[config.mk]
export PLATFORM = sky130hd
export DESIGN_NAME = psel_lfsr
export DESIGN_NICKNAME = d
export VERILOG_FILES = /design/src/rtl/core/psel_pkg.sv /design/src/rtl/core/psel_lfsr.sv
export SDC_FILE = /design/constraint.sdc
export NUM_CORES = 1
export LEC_CHECK = 0
export ABC_AREA = 1
export ABC_CLOCK_PERIOD_IN_PS = 1180
export BUFFER_PORTS_ARGS = -buffer_cell sky130_fd_sc_hd__buf_2
export CORE_ASPECT_RATIO = 0.75
export CORE_MARGIN = 1
export CORE_UTILIZATION = 35
export CTS_BUF_LIST = sky130_fd_sc_hd__clkbuf_4 sky130_fd_sc_hd__clkbuf_8 sky130_fd_sc_hd__clkbuf_16
export DETAILED_ROUTE_END_ITERATION = 16
export SLEW_MARGIN = 20
export SYNTH_ARGS = -nofsm -noshare
export SYNTH_HDL_FRONTEND = slang
export SYNTH_SLANG_ARGS = --single-unit
[constraint.sdc]
create_clock -name clk -period 1.18 [get_ports clk]
set_input_delay 0.118 -clock clk [delete_from_list [all_inputs] [get_ports clk]]
set_output_delay 0.118 -clock clk [all_outputs]
set_load 0.1 [all_outputs]
[src/rtl/core/psel_pkg.sv]
// ------------------------------------------------------------------------
// psel_pkg
// Types, constants and helpers of the population selection engine.
// ------------------------------------------------------------------------
package psel_pkg;

    localparam int POP_MAX        = 1024;
    localparam int MAX_TOURNAMENT = 64;
    localparam int POP_W          = 10;
    localparam int SIZE_W         = 11;
    localparam int FIT_W          = 32;
    localparam int K_W            = 7;
    localparam int PROB_W         = 16;
    localparam int SUM_W          = FIT_W + POP_W;
    localparam int TGT_W          = SUM_W + PROB_W;
    localparam int CFG_IDX_W      = 3;
    localparam int CFG_DATA_W     = 32;
    localparam logic [31:0] LFSR_MASK = 32'h8020_0003;

    typedef enum logic [CFG_IDX_W-1:0] {
        CFG_DIRECTION  = 3'd0,
        CFG_METHOD     = 3'd1,
        CFG_TOUR_SIZE  = 3'd2,
        CFG_WIN_PROB   = 3'd3,
        CFG_POP_SIZE   = 3'd4,
        CFG_RNG_SEED   = 3'd5
    } cfg_idx_t;

    typedef enum logic [1:0] {
        METH_TOURNAMENT = 2'd0,
        METH_BINARY     = 2'd1,
        METH_UNIFORM    = 2'd2,
        METH_ROULETTE   = 2'd3
    } method_t;

    typedef enum logic {
        OP_WRITE  = 1'b0,
        OP_SELECT = 1'b1
    } opcode_t;

    typedef enum logic [3:0] {
        ST_IDLE,
        ST_DRAW,
        ST_MODW,
        ST_EVAL,
        ST_COIN,
        ST_SUM,
        ST_RDRAW,
        ST_MUL,
        ST_SCAN,
        ST_OUT
    } state_t;

    typedef struct packed {
        logic              start;
        logic [31:0]       dividend;
        logic [SIZE_W-1:0] divisor;
    } mod_req_t;

    typedef struct packed {
        logic             done;
        logic [POP_W-1:0] rem;
    } mod_rsp_t;

    function automatic logic better(input logic dir, input logic [FIT_W-1:0] a,
                                    input logic [FIT_W-1:0] b);
        logic signed [FIT_W-1:0] sa;
        logic signed [FIT_W-1:0] sb;
        sa = a;
        sb = b;
        return dir ? (sa > sb) : (sa < sb);
    endfunction

endpackage

[src/rtl/core/psel_lfsr.sv]
// ------------------------------------------------------------------------
// psel_lfsr
// 32-bit Galois LFSR, right shifting, loadable from the seed register.
// ------------------------------------------------------------------------
module psel_lfsr (
    input  logic        clk,
    input  logic        rst_n,
    input  logic        step,
    input  logic        seed_we,
    input  logic [31:0] seed,
    output logic [31:0] next_state
);
    import psel_pkg::*;

    logic [31:0] state_reg;

    assign next_state = state_reg[0] ? ((state_reg >> 1) ^ LFSR_MASK) : (state_reg >> 1);

    always_ff @(posedge clk or negedge rst_n)
    begin
        if (!rst_n)
        begin
            state_reg <= 32'd1;
        end
        else if (seed_we)
        begin
            state_reg <= (seed == 32'd0) ? 32'd1 : seed;
        end
        else if (step)
        begin
            state_reg <= next_state;
        end
    end

endmodule

==> reports/results.txt <==
status -> finished with violations
failing checks -> negative setup slack
Inserted Clock Buffers -> 5
initial antenna violation count -> 0
Cells after DPL -> 335
Max Clk Rate -> 665 MHz
grt ovf -> 0
Yosys Warn Count -> 0
Tot Pwr -> 4.56 mW
core area -> 0.00495 mm²
# DRC -> 0
RSZ-0062 raised after global routing -> yes
Final WS setup -> -0.324 ns
worst skew pair latency -> 0.29 ns
max-cap violation count -> 0
Post-synth ARST share -> 1.00
setup violators final -> 4
Routed WL per cell -> 13.0 µm
crit-path max FO -> 3
post-synthesis sequential area ratio -> 0.437
Fin. Hold Viols -> 0
Synth area leader -> dfrtp_1
CP top delay family -> flip-flops
Final Instance Count excl. Fillers -> 344
layout cell share with drive strength beyond 1 -> 0.324
Tmin final -> 1.50 ns
Min Hold Slack -> 0.0726 ns
CTS tree -> built
vias per cell -> 4.79
Power per Cell Area -> 1700 mW/mm²
maximum VDD drop -> 0.921 mV
Slowest-stage cell, CP -> dfstp_2
vias in the first global route -> 1535
Fillers -> 456
Crit path depth -> 3
main area contributors after synthesis -> dfrtp_1 (42%), buf_4 (13%), nor2_1 (10%), nand2_1 (9.4%), a21oi_1 (7.6%)
Slew Limit Fails -> 0
Die W -> 85.6 µm
net count after synthesis -> 278
Largest register FFs -> 32
buffers and inverters on the worst path -> 2
Yosys cell types -> 19
total wire length -> 4480 µm
Avg Cell Area, Syn -> 7.58 µm²
met2 wire len -> 1990 µm
crit path cell chain -> buf_6, xor2_4, buf_12
Cell Rows -> 22
worst slack at placement -> -0.0222 ns
area grow syn2layout -> 46.4%
Initial Util -> 0.370
Least-Margin Pin Slew -> 0.564 ns
required time of the critical path -> 1.06 ns
initial DRC count -> 112
Reg clk slew, reported paths -> 0.07 ns
cells after synthesis -> 242
die height -> 64.7 µm
commonest register cell after synthesis -> dfrtp_1
CP endpoint kind -> primary output
DR top layer -> met3
largest net degree at the start of global routing -> 33
clock sinks -> 32
number of synthesized flops with an enable pin -> 0
first-pass GRT wire length -> 7420 µm
Setup TNS -> -1.18 ns
H-Tree Level Count -> 2
post-detail-place hpwl -> 3270 µm
1st-pass router iterations -> 5
Yosys top cell area share -> 0.423
Root Driver -> clkbuf_8
met3 WL post-DR -> 352 µm
max_slew headroom -> 0.624
Antenna Cells -> 0
clk_skew -> 0.00828 ns
top-count cell post-synth -> nor2_1
crit path kind -> reg2out
# Post-CTS Setup Buffers -> 0
vias -> 1648
HP Class -> in2reg
net count of the finished layout -> 319
Final GP Congestion -> 0.829
PortBufs -> 67
period utilization -> 1.27
DRT antenna net count -> 0
met1 WL -> 2140 µm
CP peak stage delay -> 0.57 ns
# IOs -> 68
Cell Area, Synth -> 0.00184 mm²
Overall Global Routing Usage -> 0.176
hold path depth -> 3
Post-synth top cells -> nor2_1 (51), nand2_1 (46), buf_4 (31), dfrtp_1 (31), a21oi_1 (28)
cell leakage power -> 1.24 nW
clock buffer depth -> 2
CP startpoint kind -> register
Data arrival, critical path -> 1.39 ns
Synth Register Bits -> 32
reg2reg path depth -> 4
Die Area -> 0.00554 mm²
[report_power, final]
part | total, mW | switching, mW | internal [mW]
sequential | 1.39 | 0.170 | 1.22
clock | 1.06 | 0.408 | 0.649
combinational | 2.11 | 1.37 | 0.742
total | 4.56 | 1.95 | 2.61
[area by class of cell]
class                      instances  area, µm²  area share
multi-input combinational        163        762       0.284
clock buffer                       6       76.3      0.0284
inverter                           5       22.5     0.00838
clock inverter                     2       35.0      0.0130
tap                               60       75.1      0.0279
sequential                        32        802       0.298
timing repair buffer              76        915       0.340
[cells in the final DEF (no fill, tap or decap)]
cell / count
nand2_1: 46
clkbuf_8: 5
buf_12: 34
buf_2: 35
nor2_4: 1
dlygate4sd3_1: 1
bufinv_16: 1
buf_6: 1
xor2_4: 2
o21ai_0: 25
inv_2: 3
a31oi_1: 2
buf_4: 5
clkinvlp_4: 1
nor2_1: 51
clkbuf_4: 1
xnor2_2: 1
a22oi_1: 1
dfrtp_1: 31
inv_1: 1
o21ai_1: 6
a21oi_1: 28
clkinv_2: 1
dfstp_2: 1
[per-layer routing]
metal  global-route usage  vias up
met2                0.258       62
met5                    0        -
met1                0.245      753
met4               0.0563        0
li1                     -      833
met3               0.0586        0
[path summary, 6_finish.rpt]
kind,start,endpoint,slack (ns)
min reg2reg,state_reg[25]$_DFFE_PN0P_,state_reg[25]$_DFFE_PN0P_,0.61
max reg2reg,state_reg[0]$_DFFE_PN1P_,state_reg[21]$_DFFE_PN0P_,0
min in group asynchronous,rst_n,state_reg[23]$_DFFE_PN0P_,0.26
max in group asynchronous,rst_n,state_reg[0]$_DFFE_PN1P_,0.44
max,state_reg[0]$_DFFE_PN1P_,next_state[21],-0.32
min,seed[20],state_reg[20]$_DFFE_PN0P_,0.07
[per-stage QoR]
step / area, µm² / util
final: 2690 / 0.542
after detailed placement: 2550 / 0.516
after global routing: 2690 / 0.542
after global placement: 2550 / 0.516
after CTS: 2690 / 0.542
after floorplan: 1880 / -
[worst register-to-register path, delay by kind of cell (launching register included)]
| kind | cells | cell delay (ns) |
|---|---|---|
| AO/OA/AOI/OAI | 1 | 0.13 |
| flip-flops | 1 | 0.57 |
| buffers and inverters | 1 | 0.14 |
| AND/OR/NAND/NOR | 1 | 0.07 |
| XOR/XNOR | 1 | 0.19 |
[cells by family (layout without fill, tap and decap cells)]
logic type | after synthesis | after routing | synth area share
AOI/OAI and AO/OA | 62 | 62 | 0.172
xor gates and xnor gates | 3 | 3 | 0.0143
buffers and inverters | 47 | 89 | 0.172
DFF | 32 | 32 | 0.437
and+or+nand+nor | 98 | 98 | 0.204
[timing repair]
action | CTS | global route
pin swaps | 1 | 0
setup endpoints to repair | 6 | 7
gates resized for setup | 2 | 0
hold buffers | 1 | 0
endpoints found under the hold margin | 13 | 0
Note: power is estimated with default switching activity, not from simulation.
