**src/rtl/core/psel_pkg.sv**
```systemverilog
// ------------------------------------------------------------------------
// psel_pkg
// Types, constants and helpers of the population selection engine.
// ------------------------------------------------------------------------
package psel_pkg;

    localparam int POP_MAX        = 1024;
    localparam int MAX_TOURNAMENT = 64;
    localparam int POP_W          = 10;
    localparam int SIZE_W         = 11;
    localparam int FIT_W          = 32;
    localparam int K_W            = 7;
    localparam int PROB_W         = 16;
    localparam int SUM_W          = FIT_W + POP_W;
    localparam int TGT_W          = SUM_W + PROB_W;
    localparam int CFG_IDX_W      = 3;
    localparam int CFG_DATA_W     = 32;
    localparam logic [31:0] LFSR_MASK = 32'h8020_0003;

    typedef enum logic [CFG_IDX_W-1:0] {
        CFG_DIRECTION  = 3'd0,
        CFG_METHOD     = 3'd1,
        CFG_TOUR_SIZE  = 3'd2,
        CFG_WIN_PROB   = 3'd3,
        CFG_POP_SIZE   = 3'd4,
        CFG_RNG_SEED   = 3'd5
    } cfg_idx_t;

    typedef enum logic [1:0] {
        METH_TOURNAMENT = 2'd0,
        METH_BINARY     = 2'd1,
        METH_UNIFORM    = 2'd2,
        METH_ROULETTE   = 2'd3
    } method_t;

    typedef enum logic {
        OP_WRITE  = 1'b0,
        OP_SELECT = 1'b1
    } opcode_t;

    typedef enum logic [3:0] {
        ST_IDLE,
        ST_DRAW,
        ST_MODW,
        ST_EVAL,
        ST_COIN,
        ST_SUM,
        ST_RDRAW,
        ST_MUL,
        ST_SCAN,
        ST_OUT
    } state_t;

    typedef struct packed {
        logic              start;
        logic [31:0]       dividend;
        logic [SIZE_W-1:0] divisor;
    } mod_req_t;

    typedef struct packed {
        logic             done;
        logic [POP_W-1:0] rem;
    } mod_rsp_t;

    function automatic logic better(input logic dir, input logic [FIT_W-1:0] a,
                                    input logic [FIT_W-1:0] b);
        logic signed [FIT_W-1:0] sa;
        logic signed [FIT_W-1:0] sb;
        sa = a;
        sb = b;
        return dir ? (sa > sb) : (sa < sb);
    endfunction

endpackage

```
**src/rtl/core/psel_mod.sv**
```systemverilog
// ------------------------------------------------------------------------
// psel_mod
// Bit-serial restoring remainder: 32-bit draw modulo population size.
// ------------------------------------------------------------------------
module psel_mod (
    input  logic                clk,
    input  logic                rst_n,
    input  psel_pkg::mod_req_t  req,
    output psel_pkg::mod_rsp_t  rsp
);
    import psel_pkg::*;

    logic             busy_reg;
    logic             busy_next;
    logic             done_reg;
    logic             done_next;
    logic [4:0]       cnt_reg;
    logic [4:0]       cnt_next;
    logic [31:0]      dvd_reg;
    logic [31:0]      dvd_next;
    logic [SIZE_W-1:0] div_reg;
    logic [SIZE_W-1:0] div_next;
    logic [POP_W-1:0] rem_reg;
    logic [POP_W-1:0] rem_next;
    logic [POP_W:0]   trial;

    always_comb
    begin
        busy_next = busy_reg;
        done_next = 1'b0;
        cnt_next  = cnt_reg;
        dvd_next  = dvd_reg;
        div_next  = div_reg;
        rem_next  = rem_reg;
        trial     = {rem_reg, dvd_reg[31]};
        if (req.start)
        begin
            busy_next = 1'b1;
            cnt_next  = 5'd0;
            dvd_next  = req.dividend;
            div_next  = req.divisor;
            rem_next  = '0;
        end
        else if (busy_reg)
        begin
            if (trial >= div_reg)
            begin
                rem_next = POP_W'(trial - div_reg);
            end
            else
            begin
                rem_next = trial[POP_W-1:0];
            end
            dvd_next = {dvd_reg[30:0], 1'b0};
            cnt_next = cnt_reg + 5'd1;
            if (cnt_reg == 5'd31)
            begin
                busy_next = 1'b0;
                done_next = 1'b1;
            end
        end
    end

    always_ff @(posedge clk or negedge rst_n)
    begin
        if (!rst_n)
        begin
            busy_reg <= 1'b0;
            done_reg <= 1'b0;
            cnt_reg  <= '0;
        end
        else
        begin
            busy_reg <= busy_next;
            done_reg <= done_next;
            cnt_reg  <= cnt_next;
        end
    end

    always_ff @(posedge clk)
    begin
        dvd_reg <= dvd_next;
        div_reg <= div_next;
        rem_reg <= rem_next;
    end

    assign rsp.done = done_reg;
    assign rsp.rem  = rem_reg;

endmodule

```
**config.mk**
```make
export PLATFORM = sky130hd
export DESIGN_NAME = psel_mod
export DESIGN_NICKNAME = d
export VERILOG_FILES = /design/src/rtl/core/psel_pkg.sv /design/src/rtl/core/psel_mod.sv
export SDC_FILE = /design/constraint.sdc
export NUM_CORES = 1
export LEC_CHECK = 0
export BUFFER_PORTS_ARGS = -buffer_cell sky130_fd_sc_hd__buf_2
export CAP_MARGIN = 20
export CORE_ASPECT_RATIO = 1.4
export CORE_UTILIZATION = 25
export DETAILED_ROUTE_END_ITERATION = 12
export GPL_TIMING_DRIVEN = 0
export SYNTH_ARGS = -nofsm -noshare
export SYNTH_HDL_FRONTEND = slang
export SYNTH_SLANG_ARGS = --single-unit
```
**constraint.sdc**
```tcl
create_clock -name clk -period 3.2 [get_ports clk]
set_input_delay 0.64 -clock clk [delete_from_list [all_inputs] [get_ports clk]]
set_output_delay 0.64 -clock clk [all_outputs]
set_load 0.005 [all_outputs]
```
==> metrics.yaml, run 1 <==
initial_utilization: 0.256
die-area_sq_um: 12500
grt_usage: 0.120
dr.first_iter.drc_count: 73
rows: 47
fmax_mhz: 385
status: "finished clean"
synth_nets: 295
largest_reg_flops: 32
skew_ns: 0.00398
grt_pass1_wl_mm: 11.1
highest_layer: "met4"
numCtsBuffers: 9
cts_setup_buffers: 0
regToRegSetupSlack_ns: 0.60
antenna_left: 0
cts_max_level: 3
dr_wl_met2_mm: 3.60
cap_viol_max_count: 0
cp-start-kind: "register"
first_pass_iters: 4
insertion_delay_ns: 0.32
synth_top_family_by_area: "multiplexers"
reg2reg_from: "div_reg[2]"
tns_ns: 0
crit_type: "register to register"
setup_slack_ns: 0.602
drt_wl_total_mm: 6.85
wl_met3_um: 368
antenna_found_initial: 0
synthCells: 235
synth-compound-area-share: 0.116
cp_max_fo: 6
end_kind: "register"
power_density_nw_per_um2: 556
wl_per_cell_um: 15.1
cts_resized: 0
die_h_um: 132
routedLengthMet1_mm: 2.75
port_buffers: 56
via_count: 2067
hold_viol: 0
routabilityCongestion: 0.841
rsz0062_at_grt: "no"
multi_input_area_sq_um: 1210
coreArea_sq_um: 11800
layout.nets: 362
area_growth_pct: 25.2
synth_edf_count: 43
r2r_cells: 8
synth_ff_type: "edfxtp_1"
seqCellArea_sq_um: 1670
cts_buffer_depth: 2
synth_fa_ha_area_frac: 0.0607
whs_ns: 0.140
ys_seq_elements: 60
overflow: 0
synth.avg_cell_area_sq_um: 12.8
io_pins: 57
yosys-mux-area-fraction: 0.123
drive_gt1_frac: 0.381
num_antenna_cells: 0
cts_root_buffer: "clkbuf_16"
leakage_nw: 1.61
slew_violations: 0
cts_sinks: 60
fill_cells: 1200
place_hpwl_mm: 4.95
route.detailed.drc: 0
synth_xor_area_frac: 0.0204
hold_path.class: "input port to asynchronous set/reset pin"
ys_seq_area_frac: 0.554
synth-simple-area-share: 0.0835
grt_max_degree: 34
die_x_um: 94.7
setup_violations: 0
ys_types: 51
synth_warnings: 0
slew_headroom: 0.446
clk_pin_slew_ns: 0.05
grt_pass1_vias: 2223
cts_tree: "yes"
fin_util: 0.321
layout_min_cycle_time_ns: 2.60
tightest_slew_ns: 0.831
r2r-end: "rem_reg[6]"
vias_per_cell: 4.55
peakVddDrop_v: 0.000261
ys_async_sr_fraction: 0.117
cp.required_ns: 3.42
pre_cts_slack_ns: 0.659
synth.cell_area_sq_um: 3010
ctsHoldBuffers: 0
finalCritPeriodShare: 0.812
worstPathArrival_ns: 2.82
## placed cells by master (no fill, tap or decap), drive strengths merged, types with 4 or more instances in the layout
master  count
buf        63
edfxtp     43
mux2       31
nor2       19
inv        16
clkbuf     15
ha         13
dfxtp      10
a21oi       8
nand2       7
o21ai       7
dfrtp       7
xnor2       5
nand3       5
a21o        4
nor3        4
a311oi      4
## logic make-up after synthesis
| kind of cell | after synthesis |
|---|---|
| buf+inv | 27 |
| compound gates | 43 |
| xor+xnor | 7 |
| mux | 33 |
| fa+ha+maj | 14 |
| simple gates | 51 |
| flops | 60 |
## area by class of cell
type                            instances  share of cell area
Buffer                                 11              0.0183
Clock buffer                           11              0.0644
Clock inverter                          5              0.0139
Tap cell                              147              0.0488
Timing Repair Buffer                   56              0.0743
Multi-Input combinational cell        148               0.322
Inverter                               16              0.0159
Sequential cell                        60               0.442
## per-stage QoR
step | power, mW | std cells | cell area, sq um
finish | 2.10 | 454 | 3770
global route | 2.19 | 454 | 3770
CTS | 2.13 | 454 | 3770
detailed placement | 1.16 | 438 | 3470
global placement | 1.15 | 438 | 3470
floorplan | 1.08 | 235 | 3010
## synthesized netlist by cell type (all sizes together) (2+ instances only)
cell type	count	share of area
o211ai	2	0.0083
clkbuf	4	0.0050
o21a	3	0.0075
a2111oi	3	0.013
nor2	19	0.024
xor2	2	0.0058
inv	16	0.020
dfrtp	7	0.058
buf	7	0.018
dfxtp	10	0.066
nand4	2	0.0042
nand3	5	0.0083
a311oi	4	0.012
xnor2	5	0.015
a21oi	8	0.015
or3	3	0.0062
mux2i	2	0.0067
nand2	7	0.0087
nor3	4	0.0067
ha	13	0.054
a21o	4	0.010
nand2b	2	0.0042
o21ai	7	0.012
mux2	31	0.12
a221oi	2	0.0058
edfxtp	43	0.43
## power breakdown
group          internal [mW]  leakage, nW  switching [mW]
Sequential             0.903        0.620          0.0235
Combinational          0.113        0.840           0.103
Clock                  0.619        0.145           0.335
Total                   1.64         1.61           0.462
## worst max-delay path, stage by stage (launching register included)
cell	delay [ns]
edfxtp_1	0.35
inv_1	0.07
ha_1	0.29
o211ai_2	0.16
a21o_1	0.16
a31oi_2	0.14
o41ai_2	0.72
a221oi_1	0.23
a2111oi_2	0.35
## how the worst max path moves through the flow
stage                 end  startpoint  cells past startpoint  slack [ns]
6_report       rem_reg[6]  div_reg[2]                      8        0.60
5_1_grt        rem_reg[7]  div_reg[2]                      8        0.43
4_1_cts        rem_reg[6]  div_reg[2]                      8        0.62
3_5_place_dp   rem_reg[6]  div_reg[2]                      8        0.66
3_3_place_gp   rem_reg[6]  div_reg[2]                      8        0.61
2_1_floorplan  rem_reg[2]  rem_reg[4]                      8        0.91
## layer usage
| layer | global-route usage | vias up |
|---|---|---|
| li1 | - | 1011 |
| met1 | 0.129 | 993 |
| met2 | 0.208 | 52 |
| met3 | 0.0450 | 11 |
| met4 | 0.0463 | 0 |
| met5 | 0 | - |
(Power assumes the default switching activity.)
==> inputs of run 2 (changes only) <==
--- a/config.mk
+++ b/config.mk
@@ -5,6 +5,7 @@
 export SDC_FILE = /design/constraint.sdc
 export NUM_CORES = 1
 export LEC_CHECK = 0
+export ABC_AREA = 1
 export BUFFER_PORTS_ARGS = -buffer_cell sky130_fd_sc_hd__buf_2
 export CAP_MARGIN = 20
 export CORE_ASPECT_RATIO = 1.4
==> constraint.sdc (replaced) <==
create_clock -name clk -period 2.3 [get_ports clk]
set_input_delay 0.46 -clock clk [delete_from_list [all_inputs] [get_ports clk]]
set_output_delay 0.46 -clock clk [all_outputs]
set_load 0.005 [all_outputs]
==> run 2 against run 1 <==
Against the previous run: die area grew 2.6%; combinational power grew to 4.2 times the previous value; routed wire length shrank 0.29%; sequential cell count is the same; synthesized cell count grew 56%; critical path depth shrank 3; first-iteration DRC count grew 1.4%; clock power grew 49%; non-clock buffer count grew 4; worst setup slack lost 0.24 ns; critical endpoint is now dvd_reg[21].
==> metrics.yaml, run 2 <==
numCtsBuffers: 9  # unchanged
ys_seq_elements: 60  # unchanged
worstPathArrival_ns: 2.01  # -0.81 ns
die_x_um: 96.0  # +1.3%
port_buffers: 56  # unchanged
overflow: 0  # unchanged
drive_gt1_frac: 0.201  # -0.180
ys_types: 27  # -47%
finalCritPeriodShare: 0.842
power_density_nw_per_um2: 940  # +69%
synth_area_leaders: "edfxtp_1 (42%), nand2_1 (19%), dfxtp_1 (6.5%)"
insertion_delay_ns: 0.33  # about the same
synth-compound-area-share: 0.0304  # -0.0860
initial_utilization: 0.259  # +0.00293
synth-simple-area-share: 0.288  # +0.205
coreArea_sq_um: 11900  # +1.5%
cts_tree: "yes"
largest_reg_flops: 32  # unchanged
rows: 47  # unchanged
clk_pin_slew_ns: 0.05  # about the same
tightest_slew_ns: 0.565  # -0.266 ns
dr_wl_met2_mm: 3.66  # +1.7%
slew_violations: 0  # unchanged
synthTopCellsByCount: "nand2_1 (157), inv_1 (46), edfxtp_1 (43)"
synth_top_area_cell: "edfxtp_1"
final_common_cell: "nand2_1"
die-area_sq_um: 12800  # +2.6%
fmax_mhz: 517
via_count: 2502  # +21%
wl_per_cell_um: 11.6  # -23%
synth.avg_cell_area_sq_um: 8.44  # -34%
grt_pass1_wl_mm: 12.0  # +8.3%
synth.cell_area_sq_um: 3090  # +2.7%
end_kind: "register"
design_area_sq_um: 3930  # +4.2%
place_hpwl_mm: 5.14  # +3.7%
peakVddDrop_v: 0.000452  # +73%
cts_max_level: 3  # unchanged
grt_max_degree: 25  # -26%
die_h_um: 134  # +1.3%
first_pass_iters: 4  # unchanged
slew_headroom: 0.622  # +0.176
synthCells: 366  # +56%
reg2reg_from: "div_reg[6]"
synth_nets: 426  # +44%
final_cell_mix: "nand2_1 (157), buf_2 (57), inv_1 (45)"
setup_violations: 0  # unchanged
layout_min_cycle_time_ns: 1.94
place_area_sq_um: 3580  # +3.1%
grt_pass1_vias: 2636  # +19%
synth_edf_count: 43  # unchanged
yosys-mux-area-fraction: 0  # -0.123
rsz0062_at_grt: "no"
cts_sinks: 60  # unchanged
r2r_cells: 11  # +3
grt_usage: 0.123  # +0.00272
skew_ns: 0.00549  # +0.00151 ns
synth_ff_type: "edfxtp_1"
num_antenna_cells: 0  # unchanged
dr.first_iter.drc_count: 74  # +1.4%
crit_type: "input port to register"
cts_root_buffer: "clkbuf_16"
cp-start-kind: "input port"
synth_warnings: 0  # unchanged
synth_xor_area_frac: 0.00850  # -0.0119
r2r-end: "rem_reg[3]"
cp_max_fo: 13  # +7
synth_fa_ha_area_frac: 0.0591  # -0.00157
cp.required_ns: 2.37  # -1.05 ns
antenna_left: 0  # unchanged
holdCritStartpoint: "req[6]"
vias_per_cell: 4.25  # -6.7%
cap_viol_max_count: 0  # unchanged
synth_top_family_by_area: "simple AND/OR/NAND/NOR gates"
hold_viol: 0  # unchanged
io_pins: 57  # unchanged
wl_met3_um: 293  # -20%
area_growth_pct: 27.1
hold_path.class: "input port to register"
drt_wl_total_mm: 6.83  # -0.29%
synth_top_area_frac: 0.418  # -0.0111
routedLengthMet1_mm: 2.78  # +0.80%
antenna_found_initial: 0  # unchanged
cts_buffer_depth: 2  # unchanged
hold-path-endpoint: "div_reg[6]"
leakage_nw: 2.00  # +25%
worstHoldPathCells: 1
route.detailed.drc: 0  # unchanged
highest_layer: "met4"
status: "finished clean"
ys_async_sr_fraction: 0.117  # unchanged
synth_most_common_cell: "nand2_1"
ys_seq_area_frac: 0.539  # -0.0143
routabilityCongestion: 0.856  # +1.8%
regToRegSetupSlack_ns: 0.48  # -0.12 ns
layout.nets: 497  # +37%
tns_ns: 0  # unchanged
## run 2: cell count changes after synthesis, sizes merged, moves of 4 or more
cell    previous run  this run
mux2              31         0
nor2              19        15
a21o               4         0
a311oi             4         0
nand3              5        25
inv               16        46
nand2              7       162
## run 2: routing by layer
layer / global-route usage / up-vias
li1: - / 1311
met1: 0.132 / 1131
met2: 0.219 / 48
met3: 0.0325 / 12
met4: 0.0547 / 0
met5: 0 / -
## run 2: what timing repair did
| item | CTS | global route |
|---|---|---|
| gates resized for setup | 0 | 1 |
| setup endpoints to repair | 0 | 24 |
| endpoints found under the hold margin | 7 | 0 |
| buffers inserted | 0 | 2 |
| hold buffers | 1 | 0 |
## run 2: worst max-delay path by stage
stage                        endpoint  cells past startpoint  slack (ns)    start
after floorplan            dvd_reg[0]                      3        0.32  req[43]
after global placement    dvd_reg[12]                      4       -0.63  req[43]
after detailed placement  dvd_reg[11]                      5       -0.32  req[43]
after CTS                 dvd_reg[11]                      5        0.05  req[43]
after global routing       rem_reg[0]                      6        0.17  req[43]
final                     dvd_reg[21]                      5        0.36  req[43]
## run 2: kinds of logic (layout without fill, tap and decap cells)
family	Yosys count	in the layout
simple gates	214	214
flops	60	60
xor+xnor	3	3
buf+inv	57	133
fa+ha+maj	14	14
compound gates	18	18
## run 2: critical path, stage by stage
cell,delay (ns)
buf_2,0.21
clkbuf_1,0.28
nor2_1,0.50
clkinvlp_4,0.30
buf_4,0.25
## run 2: power breakdown
part | internal [mW] | switching (mW)
Combinational | 0.368 | 0.529
Clock | 0.943 | 0.482
Sequential | 1.30 | 0.0727
## run 2: layout make-up
type                    count  area, sq um
plain buffers              11         57.6
clock buffers               9          225
clock inverters             7         91.3
fillers                  1254         8010
inverters                  46          176
multi-input cells         249         1190
flip-flops and latches     60         1670
well taps                 147          184
repair buffers             60          333
## run 2: through the flow
step | setup WS (ns) | utilization | instances | hold slack, ns | total power, mW
detailed placement | -0.320 | 0.300 | 570 | 0.304 | 2.30
finish | 0.364 | 0.329 | 589 | 0.306 | 3.69
CTS | 0.0451 | 0.327 | 587 | 0.293 | 3.75
global route | 0.166 | 0.329 | 589 | 0.292 | 3.94
floorplan | 0.320 | - | 366 | 0.164 | 2.02
global placement | -0.629 | 0.298 | 569 | 0.305 | 2.28
==> inputs of run 3 (changes only) <==
==> constraint.sdc (replaced) <==
create_clock -name clk -period 2 [get_ports clk]
set_input_delay 0.4 -clock clk [delete_from_list [all_inputs] [get_ports clk]]
set_output_delay 0.4 -clock clk [all_outputs]
set_load 0.005 [all_outputs]
==> run 3 against run 2 <==
Against the previous run: utilization barely moved; cell area hardly changed; global-route usage is essentially flat; non-clock buffer count shrank 1; sequential share of layout area about the same; largest power group unchanged; register-to-register slack got worse by 0.28 ns; via count stayed put; cell count shrank 0.17%; combinational power is 16% higher; clock power is 15% higher; clock-buffer cell count unchanged.
==> metrics.yaml, run 3 (synthesis gave the netlist of run 2 again) <==
cp_max_fo: 10  # -3
insertion_delay_ns: 0.33  # about the same
rows: 47  # unchanged
peakVddDrop_v: 0.000518  # +15%
crit_type: "register to register"
dr.first_iter.drc_count: 82  # +11%
grt.met3_usage: 0.0331  # +0.000571
skew_ns: 0.00604  # +0.000549 ns
hold_path.class: "input port to register"
vias_per_cell: 4.26  # +0.17%
slew_violations: 0  # unchanged
cap_viol_max_count: 0  # unchanged
power_density_nw_per_um2: 1080  # +15%
die_x_um: 96.0  # unchanged
fmax_mhz: 555
drt_wl_total_mm: 6.85  # +0.29%
grt_pass1_wl_mm: 12.1  # +0.28%
final_cell_mix: "nand2_1 (156), buf_2 (57), inv_1 (45)"
wl_per_cell_um: 11.7  # +0.46%
place_hpwl_mm: 5.14  # unchanged
die-area_sq_um: 12800  # unchanged
rsz0062_at_grt: "no"
grt_max_degree: 25  # unchanged
leakage_nw: 2.00  # -0.24%
fill_cells: 1255  # +0.080%
worstPathCellList: "inv_1 -> ha_1 -> nand2_2 -> inv_1 -> a21oi_1 -> nand2_2 -> nand2_2 -> buf_6 -> nand3_1 -> nand3_1 -> o21ai_0"
grt_use_met1: 0.132  # -0.000359
num_antenna_cells: 0  # unchanged
route.detailed.drc: 0  # unchanged
cp.required_ns: 2.21  # -0.16 ns
pre_cts_slack_ns: -0.560  # -0.240 ns
antenna_found_initial: 0  # unchanged
cpMaxStageDelayCell: "edfxtp_1"
first_pass_iters: 5  # +1
cts_max_level: 3  # unchanged
finalCritPeriodShare: 0.902
tightest_slew_ns: 0.465  # -0.0999 ns
initial_utilization: 0.259  # unchanged
crit_path_max_incr_delay_ns: 0.36  # -0.14 ns
busiest_layer: "met2"
cts_root_buffer: "clkbuf_16"
use_met2: 0.220  # +0.000794
cts_tree: "yes"
io_pins: 57  # unchanged
routabilityCongestion: 0.856  # unchanged
final_common_cell: "nand2_1"
coreArea_sq_um: 11900  # unchanged
antenna_left: 0  # unchanged
status: "finished clean"
largest_reg_flops: 32  # unchanged
area_growth_pct: 27.0  # about the same
worstPathArrival_ns: 2.01  # about the same
grt_pass1_vias: 2659  # +0.87%
drive_gt1_frac: 0.204  # +0.00272
setup_slack_ns: 0.197  # -0.167 ns
via_count: 2502  # unchanged
hold_viol: 0  # unchanged
cts_sinks: 60  # unchanged
layout.nets: 496  # -0.20%
layout_min_cycle_time_ns: 1.80
cpMostUsedCell: "nand2_2"
slew_headroom: 0.690  # +0.0680
cts_buffer_depth: 2  # unchanged
grt_usage: 0.123  # +0.000353
numCtsBuffers: 9  # unchanged
seqCellArea_sq_um: 1670  # unchanged
die_h_um: 134  # unchanged
clk_pin_slew_ns: 0.05  # about the same
setup_violations: 0  # unchanged
cp-start-kind: "register"
power_mw: 4.25  # +15%
multi_input_area_sq_um: 1200  # +0.42%
overflow: 0  # unchanged
port_buffers: 56  # unchanged
end_kind: "register"
-- run 3: cell count changes in the layout (fill, tap and decap cells not counted), sizes merged --
| cell | delta |
|---|---|
| buf | -1 |
-- run 3: metrics by stage --
step	instance area, sq um	cells	hold slack, ns	TNS, ns	util
finish	3930	588	0.245	0	0.329
global placement	3550	569	0.245	-33.30	0.298
detailed placement	3580	570	0.244	-19.36	0.300
global route	3930	588	0.232	0	0.329
floorplan	3090	366	0.104	0	-
CTS	3920	588	0.233	0	0.328
-- run 3: layout make-up --
type / instances / share of cell area
plain buffers: 11 / 0.0147
clock buffers: 9 / 0.0574
inverters: 46 / 0.0449
flip-flops and latches: 60 / 0.425
well taps: 147 / 0.0469
clock inverters: 7 / 0.0233
multi-input cells: 249 / 0.305
repair buffers: 59 / 0.0829
-- run 3: per-layer routing --
layer	vias to the layer above	share of wire
met5	-	0
met4	0	0.011
met3	8	0.051
met2	57	0.54
met1	1127	0.39
li1	1310	-
-- run 3: worst max-delay path: cells and delay by family, from the launching register on --
kind | cells | cell delay (ns)
AO/OA/AOI/OAI | 2 | 0.29
adder cells (fa/ha/maj) | 1 | 0.28
buffers and inverters | 3 | 0.26
flip-flops | 1 | 0.36
AND/OR/NAND/NOR | 5 | 0.48
-- run 3: power by group --
group / internal (mW) / total (mW) / switching (mW)
registers: 1.49 / 1.58 / 0.0838
logic: 0.425 / 1.04 / 0.613
clock network: 1.08 / 1.64 / 0.555
-- run 3: final timing paths --
kind | startpoint | endpoint | slack, ns | depth (start not counted)
setup / recovery | div_reg[6] | rem_reg[3] | 0.20 | 11
hold / removal | req[6] | div_reg[6] | 0.25 | 1
setup reg to reg | div_reg[6] | rem_reg[3] | 0.20 | 11
hold reg to reg | rem_reg[5] | rem_reg[5] | 0.49 | 2
max in group asynchronous | rst_n | cnt_reg[4] | 1.39 | 2
min in group asynchronous | rst_n | cnt_reg[1] | 0.45 | 2
-- run 3: repair_timing --
| item | 4_1_cts | 5_1_grt |
|---|---|---|
| setup endpoints to repair | 35 | 15 |
| hold buffers | 1 | 0 |
| setup buffers | 1 | 0 |
| endpoints found under the hold margin | 7 | 0 |
| cloned | 0 | 0 |
| resized for setup | 1 | 2 |
